`src/design/uart_8250_register_model_core_macros.svh`:
```
// Assertion macros shared by the UART register model RTL.
// Each macro expects a clock named clk and a synchronous reset named rst in scope.
`ifndef UART_8250_REGISTER_MODEL_CORE_MACROS_SVH
`define UART_8250_REGISTER_MODEL_CORE_MACROS_SVH

// A condition that must hold at every clock edge outside reset.
`define U8250_ASSERT_ALWAYS(label, cond, msg) \
  label: assert property (@(posedge clk) disable iff (rst) (cond)) else $error(msg);

// An implication checked at every clock edge outside reset.
`define U8250_ASSERT_IMPLY(label, ante, cons, msg) \
  label: assert property (@(posedge clk) disable iff (rst) (ante) |-> (cons)) else $error(msg);

// A condition that must hold in the cycle after the antecedent.
`define U8250_ASSERT_NEXT(label, ante, cons, msg) \
  label: assert property (@(posedge clk) disable iff (rst) (ante) |=> (cons)) else $error(msg);

`endif

```
`src/design/u8250_pkg.sv`:
```
// Types and constants for the 8250 UART register model.
// No dependencies; used by u8250_step and the top level.
package u8250_pkg;

  // Item kinds.
  typedef enum logic [1:0] {
    OP_READ    = 2'd0,
    OP_WRITE   = 2'd1,
    OP_TX_DONE = 2'd2,
    OP_RX_BYTE = 2'd3
  } opcode_t;

  // Register offsets from the port base.
  localparam logic [2:0] REG_DATA    = 3'd0;
  localparam logic [2:0] REG_IER     = 3'd1;
  localparam logic [2:0] REG_IIR     = 3'd2;
  localparam logic [2:0] REG_LCR     = 3'd3;
  localparam logic [2:0] REG_MCR     = 3'd4;
  localparam logic [2:0] REG_LSR     = 3'd5;
  localparam logic [2:0] REG_MSR     = 3'd6;
  localparam logic [2:0] REG_SCRATCH = 3'd7;

  // Interrupt source bits in the pending, active and enable masks.
  localparam logic [3:0] SRC_RX = 4'b0001;
  localparam logic [3:0] SRC_TX = 4'b0010;
  localparam logic [3:0] SRC_LS = 4'b0100;
  localparam logic [3:0] SRC_MS = 4'b1000;
  localparam logic [3:0] SRC_NONE = 4'b0000;

  // IIR identification codes.
  localparam logic [7:0] IIR_LS   = 8'h06;
  localparam logic [7:0] IIR_RX   = 8'h04;
  localparam logic [7:0] IIR_TX   = 8'h02;
  localparam logic [7:0] IIR_MS   = 8'h00;
  localparam logic [7:0] IIR_NONE = 8'h01;

  // Line status bits.
  localparam int LSR_DR   = 0;
  localparam int LSR_OE   = 1;
  localparam int LSR_THRE = 5;
  localparam int LSR_TEMT = 6;
  localparam logic [7:0] LSR_RESET      = 8'h60;
  localparam logic [7:0] LSR_TX_EMPTY   = 8'h60;
  localparam logic [7:0] LSR_READ_CLEAR = 8'h12;

  // Control bits.
  localparam int LCR_DLAB = 7;
  localparam int MCR_DTR  = 0;
  localparam int MCR_RTS  = 1;
  localparam int MCR_OUT1 = 2;
  localparam int MCR_OUT2 = 3;
  localparam int MCR_LOOP = 4;

  // One input item.
  typedef struct packed {
    opcode_t     opcode;
    logic [2:0]  reg_offset;
    logic [7:0]  write_data;
    logic [7:0]  rx_byte;
  } item_t;

  // One result item.
  typedef struct packed {
    logic [7:0]  read_data;
    logic        irq_level;
    logic        tx_out_valid;
    logic [7:0]  tx_out_byte;
    logic        write_ignored;
    logic        rx_accepted;
    logic [15:0] divisor_value;
  } result_t;

  // Architectural state of the UART.
  typedef struct packed {
    logic [7:0]  rbr;
    logic [7:0]  thr;
    logic        thr_empty;
    logic [3:0]  ier;
    logic [7:0]  lcr;
    logic [4:0]  mcr;
    logic [7:0]  lsr;
    logic [7:0]  msr;
    logic [15:0] divisor;
    logic [7:0]  scratch;
    logic [3:0]  pending;
    logic [3:0]  active;
    logic        irq;
  } state_t;

  localparam state_t STATE_RESET = '{
    rbr: 8'h00, thr: 8'h00, thr_empty: 1'b1, ier: 4'h0, lcr: 8'h00,
    mcr: 5'h00, lsr: LSR_RESET, msr: 8'h00, divisor: 16'h0000,
    scratch: 8'h00, pending: 4'h0, active: 4'h0, irq: 1'b0
  };

endpackage

```
`src/design/u8250_step.sv`:
```
// Next-state and result logic for one item of the UART register model.
// Purely combinational; depends on u8250_pkg.
module u8250_step
  import u8250_pkg::*;
(
  input  state_t  cur,
  input  item_t   item,
  output state_t  nxt,
  output result_t res
);

  logic       dlab;
  logic       loopback;
  logic       clr_en;
  logic [3:0] clr_mask;
  logic [3:0] sig_mask;
  logic [3:0] sig_en;
  logic [3:0] promote;
  logic [4:0] mcr_new;
  logic [7:0] ms_now;
  logic [3:0] ms_delta;
  logic [7:0] word_mask;

  assign dlab      = cur.lcr[LCR_DLAB];
  assign loopback  = cur.mcr[MCR_LOOP];
  assign word_mask = 8'hFF >> (2'd3 - cur.lcr[1:0]);
  assign mcr_new   = item.write_data[4:0];

  // Loopback modem status: inputs come from the modem control outputs.
  assign ms_now = {mcr_new[MCR_OUT2], mcr_new[MCR_OUT1], mcr_new[MCR_DTR],
                   mcr_new[MCR_RTS], 4'h0};
  assign ms_delta = {ms_now[7] ^ cur.msr[7],
                     cur.msr[6] & ~ms_now[6],
                     ms_now[5] ^ cur.msr[5],
                     ms_now[4] ^ cur.msr[4]};

  always_comb begin
    nxt      = cur;
    res      = '0;
    clr_en   = 1'b0;
    clr_mask = SRC_NONE;
    sig_mask = SRC_NONE;
    sig_en   = SRC_NONE;
    promote  = SRC_NONE;

    case (item.opcode)
      // Bus read, with clear-on-read side effects.
      OP_READ: begin
        case (item.reg_offset)
          REG_DATA: begin
            if (dlab) begin
              res.read_data = cur.divisor[7:0];
            end else begin
              res.read_data = cur.rbr;
              nxt.lsr[LSR_DR] = 1'b0;
              clr_en   = 1'b1;
              clr_mask = SRC_RX;
            end
          end
          REG_IER: begin
            res.read_data = dlab ? cur.divisor[15:8] : {4'h0, cur.ier};
          end
          REG_IIR: begin
            if ((cur.active & SRC_LS) != SRC_NONE) begin
              res.read_data = IIR_LS;
            end else if ((cur.active & SRC_RX) != SRC_NONE) begin
              res.read_data = IIR_RX;
            end else if ((cur.active & SRC_TX) != SRC_NONE) begin
              res.read_data = IIR_TX;
            end else if ((cur.active & SRC_MS) != SRC_NONE) begin
              res.read_data = IIR_MS;
            end else begin
              res.read_data = IIR_NONE;
            end
            clr_en   = 1'b1;
            clr_mask = SRC_TX;
          end
          REG_LCR: res.read_data = cur.lcr;
          REG_MCR: res.read_data = {3'h0, cur.mcr};
          REG_LSR: begin
            res.read_data = cur.lsr;
            nxt.lsr  = cur.lsr & ~LSR_READ_CLEAR;
            clr_en   = 1'b1;
            clr_mask = SRC_LS;
          end
          REG_MSR: begin
            res.read_data = cur.msr;
            nxt.msr  = {cur.msr[7:4], 4'h0};
            clr_en   = 1'b1;
            clr_mask = SRC_MS;
          end
          default: res.read_data = cur.scratch;
        endcase
      end

      // Bus write.
      OP_WRITE: begin
        case (item.reg_offset)
          REG_DATA: begin
            if (dlab) begin
              nxt.divisor[7:0] = item.write_data;
            end else if (cur.thr_empty) begin
              nxt.thr_empty = 1'b0;
              nxt.lsr       = cur.lsr & ~LSR_TX_EMPTY;
              nxt.thr       = item.write_data & word_mask;
              clr_en        = 1'b1;
              clr_mask      = SRC_TX;
            end else begin
              res.write_ignored = 1'b1;
            end
          end
          REG_IER: begin
            if (dlab) begin
              nxt.divisor[15:8] = item.write_data;
            end else begin
              nxt.ier     = item.write_data[3:0];
              promote     = cur.pending & item.write_data[3:0];
              nxt.active  = cur.active | promote;
              nxt.pending = cur.pending & ~promote;
              if (promote != SRC_NONE) begin
                nxt.irq = 1'b1;
              end
            end
          end
          REG_IIR: ;
          REG_LCR: nxt.lcr = item.write_data;
          REG_MCR: begin
            nxt.mcr = mcr_new;
            if (mcr_new[MCR_LOOP]) begin
              nxt.msr = {ms_now[7:4], cur.msr[3:0] | ms_delta};
              if ((ms_now[7:4] ^ cur.msr[7:4]) != 4'h0) begin
                nxt.pending = cur.pending | SRC_MS;
              end
              // The modem source goes active without raising the line.
              if (((nxt.pending & cur.ier) & SRC_MS) != SRC_NONE) begin
                nxt.active  = cur.active | SRC_MS;
                nxt.pending = nxt.pending & ~SRC_MS;
              end
            end else begin
              nxt.msr = {4'h0, cur.msr[3:0]};
            end
          end
          REG_LSR, REG_MSR: res.write_ignored = 1'b1;
          default: nxt.scratch = item.write_data;
        endcase
      end

      // Transmit done: the holding register empties.
      OP_TX_DONE: begin
        if (!cur.thr_empty) begin
          nxt.thr_empty = 1'b1;
          nxt.lsr       = cur.lsr | LSR_TX_EMPTY;
          sig_mask      = SRC_TX;
          if (loopback) begin
            if (cur.lsr[LSR_DR]) begin
              nxt.lsr[LSR_OE] = 1'b1;
            end
            nxt.rbr         = cur.thr;
            nxt.lsr[LSR_DR] = 1'b1;
            if (cur.mcr[MCR_OUT2]) begin
              sig_mask = SRC_TX | SRC_RX | SRC_LS;
            end
          end else begin
            res.tx_out_valid = 1'b1;
            res.tx_out_byte  = cur.thr;
          end
        end
      end

      // Byte from the line.
      default: begin
        if (!cur.lsr[LSR_DR] && !loopback) begin
          nxt.rbr         = item.rx_byte;
          nxt.lsr[LSR_DR] = 1'b1;
          sig_mask        = SRC_RX;
          res.rx_accepted = 1'b1;
        end
      end
    endcase

    // Clear one source; the line drops only if nothing else is active.
    if (clr_en) begin
      if ((cur.active & ~clr_mask) == SRC_NONE) begin
        nxt.irq = 1'b0;
      end
      nxt.active  = cur.active & ~clr_mask;
      nxt.pending = cur.pending & ~clr_mask;
    end

    // Signal enabled sources, pend the disabled ones.
    sig_en      = cur.ier & sig_mask;
    nxt.active  = nxt.active | sig_en;
    nxt.pending = nxt.pending | (sig_mask & ~sig_en);
    if (sig_en != SRC_NONE) begin
      nxt.irq = 1'b1;
    end

    res.irq_level     = nxt.irq;
    res.divisor_value = nxt.divisor;
  end

endmodule

```
`src/design/uart_8250_register_model_core.sv`:
```
// Top level of the 8250 UART register model: input register, state, result register.
// Depends on u8250_pkg, u8250_step and uart_8250_register_model_core_macros.svh.
//
// Usage:
//   The input channel (in_valid/in_ready) carries one beat per item: a bus
//   read, a bus write, a transmit-done event or a byte received from the
//   line. The output channel (out_valid/out_ready) returns exactly one
//   result beat per item, in order.
//   A beat is captured in the input register, then the state update and the
//   result are computed in one pass and captured in the result register.
//   Throughput is one item per cycle while the receiver takes every beat; the
//   state feedback loop through u8250_step is the one path that sets that figure.
//   While the receiver stalls, the result register holds its beat and one
//   more item waits in the input register; in_ready then drops.
//   Reset (rst, synchronous) empties both registers and returns the UART
//   to its power-on register values.
`include "uart_8250_register_model_core_macros.svh"

module uart_8250_register_model_core
  import u8250_pkg::*;
(
  input  logic        clk,
  input  logic        rst,
  input  logic        in_valid,
  output logic        in_ready,
  input  logic [1:0]  opcode,
  input  logic [2:0]  reg_offset,
  input  logic [7:0]  write_data,
  input  logic [7:0]  rx_byte,
  output logic        out_valid,
  input  logic        out_ready,
  output logic [7:0]  read_data,
  output logic        irq_level,
  output logic        tx_out_valid,
  output logic [7:0]  tx_out_byte,
  output logic        write_ignored,
  output logic        rx_accepted,
  output logic [15:0] divisor_value
);

  logic    in_full;
  item_t   in_item;
  logic    advance;
  state_t  state;
  state_t  state_next;
  result_t step_res;
  result_t out_res;

  // An item moves on when the result register is free or being emptied.
  assign advance  = in_full && (!out_valid || out_ready);
  assign in_ready = !in_full || advance;

  // Input register.
  always_ff @(posedge clk) begin
    if (rst) begin
      in_full <= 1'b0;
    end else if (in_valid && in_ready) begin
      in_full <= 1'b1;
    end else if (advance) begin
      in_full <= 1'b0;
    end
  end

  always_ff @(posedge clk) begin
    if (in_valid && in_ready) begin
      in_item <= '{opcode: opcode_t'(opcode), reg_offset: reg_offset,
                   write_data: write_data, rx_byte: rx_byte};
    end
  end

  // One pass of register logic per item.
  u8250_step u_step (
    .cur  (state),
    .item (in_item),
    .nxt  (state_next),
    .res  (step_res)
  );

  // UART register state.
  always_ff @(posedge clk) begin
    if (rst) begin
      state <= STATE_RESET;
    end else if (advance) begin
      state <= state_next;
    end
  end

  // Result register.
  always_ff @(posedge clk) begin
    if (rst) begin
      out_valid <= 1'b0;
    end else if (advance) begin
      out_valid <= 1'b1;
    end else if (out_ready) begin
      out_valid <= 1'b0;
    end
  end

  always_ff @(posedge clk) begin
    if (advance) begin
      out_res <= step_res;
    end
  end

  assign read_data     = out_res.read_data;
  assign irq_level     = out_res.irq_level;
  assign tx_out_valid  = out_res.tx_out_valid;
  assign tx_out_byte   = out_res.tx_out_byte;
  assign write_ignored = out_res.write_ignored;
  assign rx_accepted   = out_res.rx_accepted;
  assign divisor_value = out_res.divisor_value;

  // The interrupt line is only ever high with some source active.
  `U8250_ASSERT_IMPLY(a_irq_has_source, state.irq, state.active != SRC_NONE, "irq without source")
  // An enabled source never stays pending.
  `U8250_ASSERT_ALWAYS(a_no_enabled_pending, (state.pending & state.ier) == SRC_NONE, "enabled pending")
  // Holding-register flag and both LSR empty bits move together.
  `U8250_ASSERT_ALWAYS(a_thre_consistent, (state.lsr[LSR_THRE] == state.thr_empty) && (state.lsr[LSR_TEMT] == state.thr_empty), "LSR empty bits disagree")
  // With the result register empty the block always takes a beat.
  `U8250_ASSERT_IMPLY(a_ready_when_out_free, !out_valid, in_ready, "input stalled with free output")
  // A moved item always shows up as a result beat.
  `U8250_ASSERT_NEXT(a_advance_gives_result, advance, out_valid, "result lost")

endmodule
```
`config.mk`:
```
export PLATFORM = sky130hd
export DESIGN_NAME = uart_8250_register_model_core
export DESIGN_NICKNAME = d
export VERILOG_FILES = /design/src/design/u8250_pkg.sv /design/src/design/u8250_step.sv /design/src/design/uart_8250_register_model_core.sv
export VERILOG_INCLUDE_DIRS = /design/src /design/src/design
export SDC_FILE = /design/constraint.sdc
export NUM_CORES = 1
export LEC_CHECK = 0
export ABC_AREA = 1
export BUFFER_PORTS_ARGS = -buffer_cell sky130_fd_sc_hd__buf_2
export CAP_MARGIN = 5
export CORE_ASPECT_RATIO = 1.1
export CORE_UTILIZATION = 36
export DETAILED_ROUTE_END_ITERATION = 8
export GPL_TIMING_DRIVEN = 0
export SLEW_MARGIN = 25
export SYNTH_ARGS = -nofsm -noshare
export SYNTH_HDL_FRONTEND = slang
export SYNTH_HIERARCHICAL = 1
export SYNTH_SLANG_ARGS = --single-unit
```
`constraint.sdc`:
```
create_clock -name clk -period 3.1 [get_ports clk]
set_input_delay 0.31 -clock clk [delete_from_list [all_inputs] [get_ports clk]]
set_output_delay 0.31 -clock clk [all_outputs]
set_load 0.02 [all_outputs]
```
# --- After elaboration in Yosys (flattened, before gate mapping) ---
# Index checks and enable logic that the tools add are counted.
totals:
  output_inout_bits: 38
  word_cells: 196
  input_bits: 25
  latch_bits: 0
  mem_bits_ro: 0
  n_memories: 0
  register_bits: 139
  ram_bits: 0
classes:
  magnitude_cmp: 0
  div: 0
  eq_ne: 20
  bitwise: 27
  muxes: 75
  n_mul: 0
  shift: 1
  addsub: 1
  reduce_logical: 42
op_table:
  columns: ["op", "n"]
  rows:
  - ["$mux 8", 16]
  - ["$pmux 8 s7", 1]
  - ["$pmux 8 s2", 3]
  - ["$mux 33", 1]
  - ["$mux 4", 8]
  - ["$and 4x4->4", 7]
  - ["$mux 7", 4]
  - ["$mux 9", 3]
  - ["$mux 1", 24]
  - ["$ne 2x2->1 const B", 12]
  - ["$reduce_and 7->1", 3]
  - ["$reduce_and 5->1", 4]
  - ["$pmux 6 s3", 1]
  - ["$or 4x4->4", 4]
  - ["$pmux 4 s2", 2]
  - ["$pmux 4 s4", 1]
  - ["$not 4->4", 3]
  - ["$reduce_and 4->1", 3]
  - ["$reduce_bool 2->1", 6]
  - ["$reduce_bool 4->1", 3]
  - ["$eq 3x3->1 const B", 3]
  - ["$reduce_and 3->1", 3]
  - ["$reduce_or 3->1", 3]
  - ["$and 8x8->8", 1]
  - ["other kinds (23)", 47]

# --- Logic depth before layout (Yosys ltp) ---
depth:
  ltp_word: 14
  mapped_depth: 15
  mapped_depth_nobuf: 14

# --- By module ---
# The synthesis kept the hierarchy.
by_module_without_submodules:
  columns: ["module", "area_per_inst_um2", "cells_per_inst", "instances", "seq_area_each_um2"]
  rows:
  - ["uart_8250_register_model_core", 5510.3, 607, 1, 3413.3]
  - ["u8250_step", 2536.2, 518, 1, 0.0]

# --- Least setup slack after synthesis ---
# Ideal clock, no wire load.
synth_path:
  kind: "register to register"
  from: "register in_item[20] (netlist name)"
  to: "register out_res, in the netlist divisor_value[6] (data pin)"
  arrival_ns: 1.687
  path_stages_with_launch: 10
  n_path_buf: 3
  required_time_ns: 2.849
  setup_slack_ns: 1.162
  period_less_slack_ns: 1.938
  cell_sequence: "edfxtp_1 inv_1 ha_1 buf_2 inv_1 nor3_4 buf_4 nand2_1 o21a_1 buf_4"
synth_lines:
  columns: ["item", "line", "text"]
  rows:
  - ["start, declared", "uart_8250_register_model_core.sv:42", "item_t in_item;"]
  - ["start signal, assigned", "uart_8250_register_model_core.sv:66", "in_item <= '{opcode: opcode_t'(opcode), reg_offset: reg_offset,"]
  - ["end signal, assigned", "uart_8250_register_model_core.sv:101", "out_res <= step_res;"]
  - ["end, declared", "uart_8250_register_model_core.sv:47", "result_t out_res;"]

==> summary.md <==
| Metric | Value |
|---|---|
| Via count | 7,638 |
| Synthesized Nets | roughly 1,200 |
| # rows | 57 |
| Avg Synthesized Cell Area | approximately 7 um2 |
| Clock skew | between 0.008 and 0.009 ns |
| Main synth FF type | dfxtp_1 |
| Top cell types by occurrence after synthesis | nand2_1, inv_1, nor2_1 |
| Final nets | 1,236 |
| Sw frac | 0.291 |
| Drt first pass iters | 6 |
| Clk pin slew, worst setup/hold paths | 0.06 ns |
| DRC Markers | 0 |
| Type of the tightest min-delay check | in2reg |
| Reg power frac | 0.447 |
| H-tree depth | 4 |
| Slew Viols, Final | 0 |
| #FFs+latches synth | 142 |
| Asr flop ratio synth | 0 |
| Post-synth EDFFs | 57 |
| Crit-path max cell delay | 0.42 ns |
| Initial antenna violation count | 0 |
| Vias in the first global route | between 6,000 and 7,000 |
| CP Buf/Inv Count | 4 |
| Num CTS Buffers | 17 |
| Placer congestion estimate | between 0.9 and 1 |
| Largest net degree at the start of global routing | 37 |
| Antenna viol nets, final | 0 |
| Critical Path Sink Type | flip-flop |
| Core region area | 22,000 um2 |
| CTS Sinks | 142 |
| Die width | 145 um |
| PostCTS Resize Cnt | 0 |
| Top post-synthesis cells by area | edfxtp_1, dfxtp_1, nand2_1, inv_1, nand3_1 |
| GRT Total Usage | 0.231 |
| First-pass GRT wire length | 39,600 um |
| Int Power | between 3 and 4 mW |
| Crit Path Class | reg2reg |
| Relative slew slack | 0.395 |
| Dominant cell type by area after synthesis | edfxtp_1 |
| Syn Inst Count | about 1,100 |
| Final Util | 0.421 |
| Insertion delay to the later sink of the worst-skew pair | 0.43 ns |
| Die H | about 160 um |
| Ys Warns | 6 |
| Total wire length | 25,600 um |
| Worst Path Required | 3.47 ns |
| Most frequent cell after synthesis | nand2_1 |
| Final period util | 0.824 |
| Crit path DAT | 2.93 ns |
| Starting DRT DRC Count | 614 |
| Layout cells sized above 1 | 0.154 |
| Setup_tns | 0 ns |
| Hold slack | approximately 0.047 ns |
| Antenna Diode Count | 0 |
| RSZ-0062 raised after global routing | false |
| Pwr Density | 521 nW/um2 |
| DP HPWL | between 15,000 and 20,000 um |
| Switching Power | 1.41 mW |
| Static leakage | 3.93 nW |
| Logic pwr share | 0.151 |
| CP Cell Sequence | inv_1, ha_1, clkinv_1, nor2_1, nand3_1, nor2_1, inv_1, o21ai_0, inv_1, nand3_1, nand2_1, nor2_1 |
| Vias per cell | between 5 and 6 |
| Initial core utilization | 0.365 |
| Startpoint types | flip-flop |
| Critical path peak fanout | 10 |
| Die area | 23,000 um2 |
| Fmax | 392 MHz |
| Crit-path leading delay family | simple AND/OR/NAND/NOR gates |
| IO Pins | 63 |
| CP max-delay cell | edfxtp_1 |
| Worst Tran Pin Value | 0.907 ns |
| Top-area cell type share of the netlist area | 0.213 |
| Layout area overhead | 15.3% |
| Tmin final | 2.55 ns |
| Cell Area, Synth | between 8000 and 9000 um2 |
| Global route overflow | 0 |
| Final hold violation count | 0 |
| CTS Root Buffer Type | clkbuf_16 |
| Drt wl/cell | 16.9 um |
| Peak VDD IR | about 400 uV |
| Buffers on Ports | 62 |
| Status | complete, no violations |
| Clock power share | 0.403 |
| CTS Buffer Depth | 2 |
| # Max-Cap Violations | 0 |
| Register area share after synthesis | 0.424 |
| Final number of setup-violating endpoints | 0 |
| Setup repair bufs after CTS | 0 |
| Clock tree from TritonCTS | yes |
| Yosys cell types | 35 |
| Post-CTS Hold Buffers | 0 |
placed cells by master, fill, tap and decap left out, types with 13 or more instances in the layout:
| cell type | n |
|---|---|
| nand2_1 | 236 |
| inv_1 | 161 |
| nor2_1 | 125 |
| nand3_1 | 116 |
| a21oi_1 | 98 |
| buf_2 | 93 |
| dfxtp_1 | 85 |
| o21ai_0 | 80 |
| edfxtp_1 | 57 |
| buf_4 | 31 |
| clkbuf_16 | 17 |
| o211ai_1 | 13 |
final timing paths:
path / from / endpoint / slack [ns] / cells after the start
setup reg to reg: in_item[19]$_DFFE_PP_ / state[7]$_SDFFE_PP0P_ / 0.55 / 12
setup / recovery: in_item[19]$_DFFE_PP_ / state[7]$_SDFFE_PP0P_ / 0.55 / 12
hold reg to reg: state[46]$_SDFFE_PP1P_ / state[46]$_SDFFE_PP1P_ / 0.47 / 2
hold / removal: rx_byte[1] / in_item[1]$_DFFE_PP_ / 0.05 / 1
state kept, by name, indices dropped and copies added (netlist names):
register       flops
in_full            1
in_item           21
write_ignored      1
out_valid          1
irq_level          1
tx_out_valid       1
tx_out_byte        8
rx_accepted        1
divisor_value     16
state             83
read_data          8
metrics by stage:
stage,instances,total power [mW],setup slack [ns],cell area (um2)
5_1_grt,1514,5.03,0.292,9280
4_1_cts,1514,4.85,0.571,9280
3_5_place_dp,1482,2.91,0.591,8730
2_1_floorplan,1125,2.69,1.16,8050
6_report,1514,4.83,0.546,9280
3_3_place_gp,1482,2.91,0.570,8730
per-layer routing:
| layer | GRT usage | share of wire | up-vias |
|---|---|---|---|
| li1 | - | - | 3789 |
| met1 | 0.303 | 0.43 | 3477 |
| met2 | 0.375 | 0.47 | 321 |
| met3 | 0.0428 | 0.071 | 51 |
| met4 | 0.0823 | 0.029 | 0 |
| met5 | 0 | 0 | - |
cell families after synthesis:
group	Yosys count	synth area share
AOI/OAI and AO/OA	224	0.151
xor gates and xnor gates	1	0.00109
adders and majority gates	5	0.00777
buffers and inverters	251	0.148
DFF	142	0.424
and+or+nand+nor	502	0.269
final cells by class:
class / instances / area (um2)
Multi-Input combinational cell: 732 / 3440
Clock inverter: 13 / 116
Buffer: 81 / 549
Clock buffer: 19 / 433
Timing Repair Buffer: 62 / 310
Sequential cell: 142 / 3410
Tap cell: 295 / 369
Fill cell: 2304 / 12800
Inverter: 170 / 641
power groups by stage:
stage	Clock (mW)	Combinational (mW)	Sequential (mW)
2_1_floorplan	0	0.493	2.20
6_report	1.95	0.728	2.16
4_1_cts	1.98	0.721	2.16
3_3_place_gp	0	0.713	2.20
5_1_grt	2.05	0.813	2.17
3_5_place_dp	0	0.718	2.20
(Power assumes the default switching activity.)
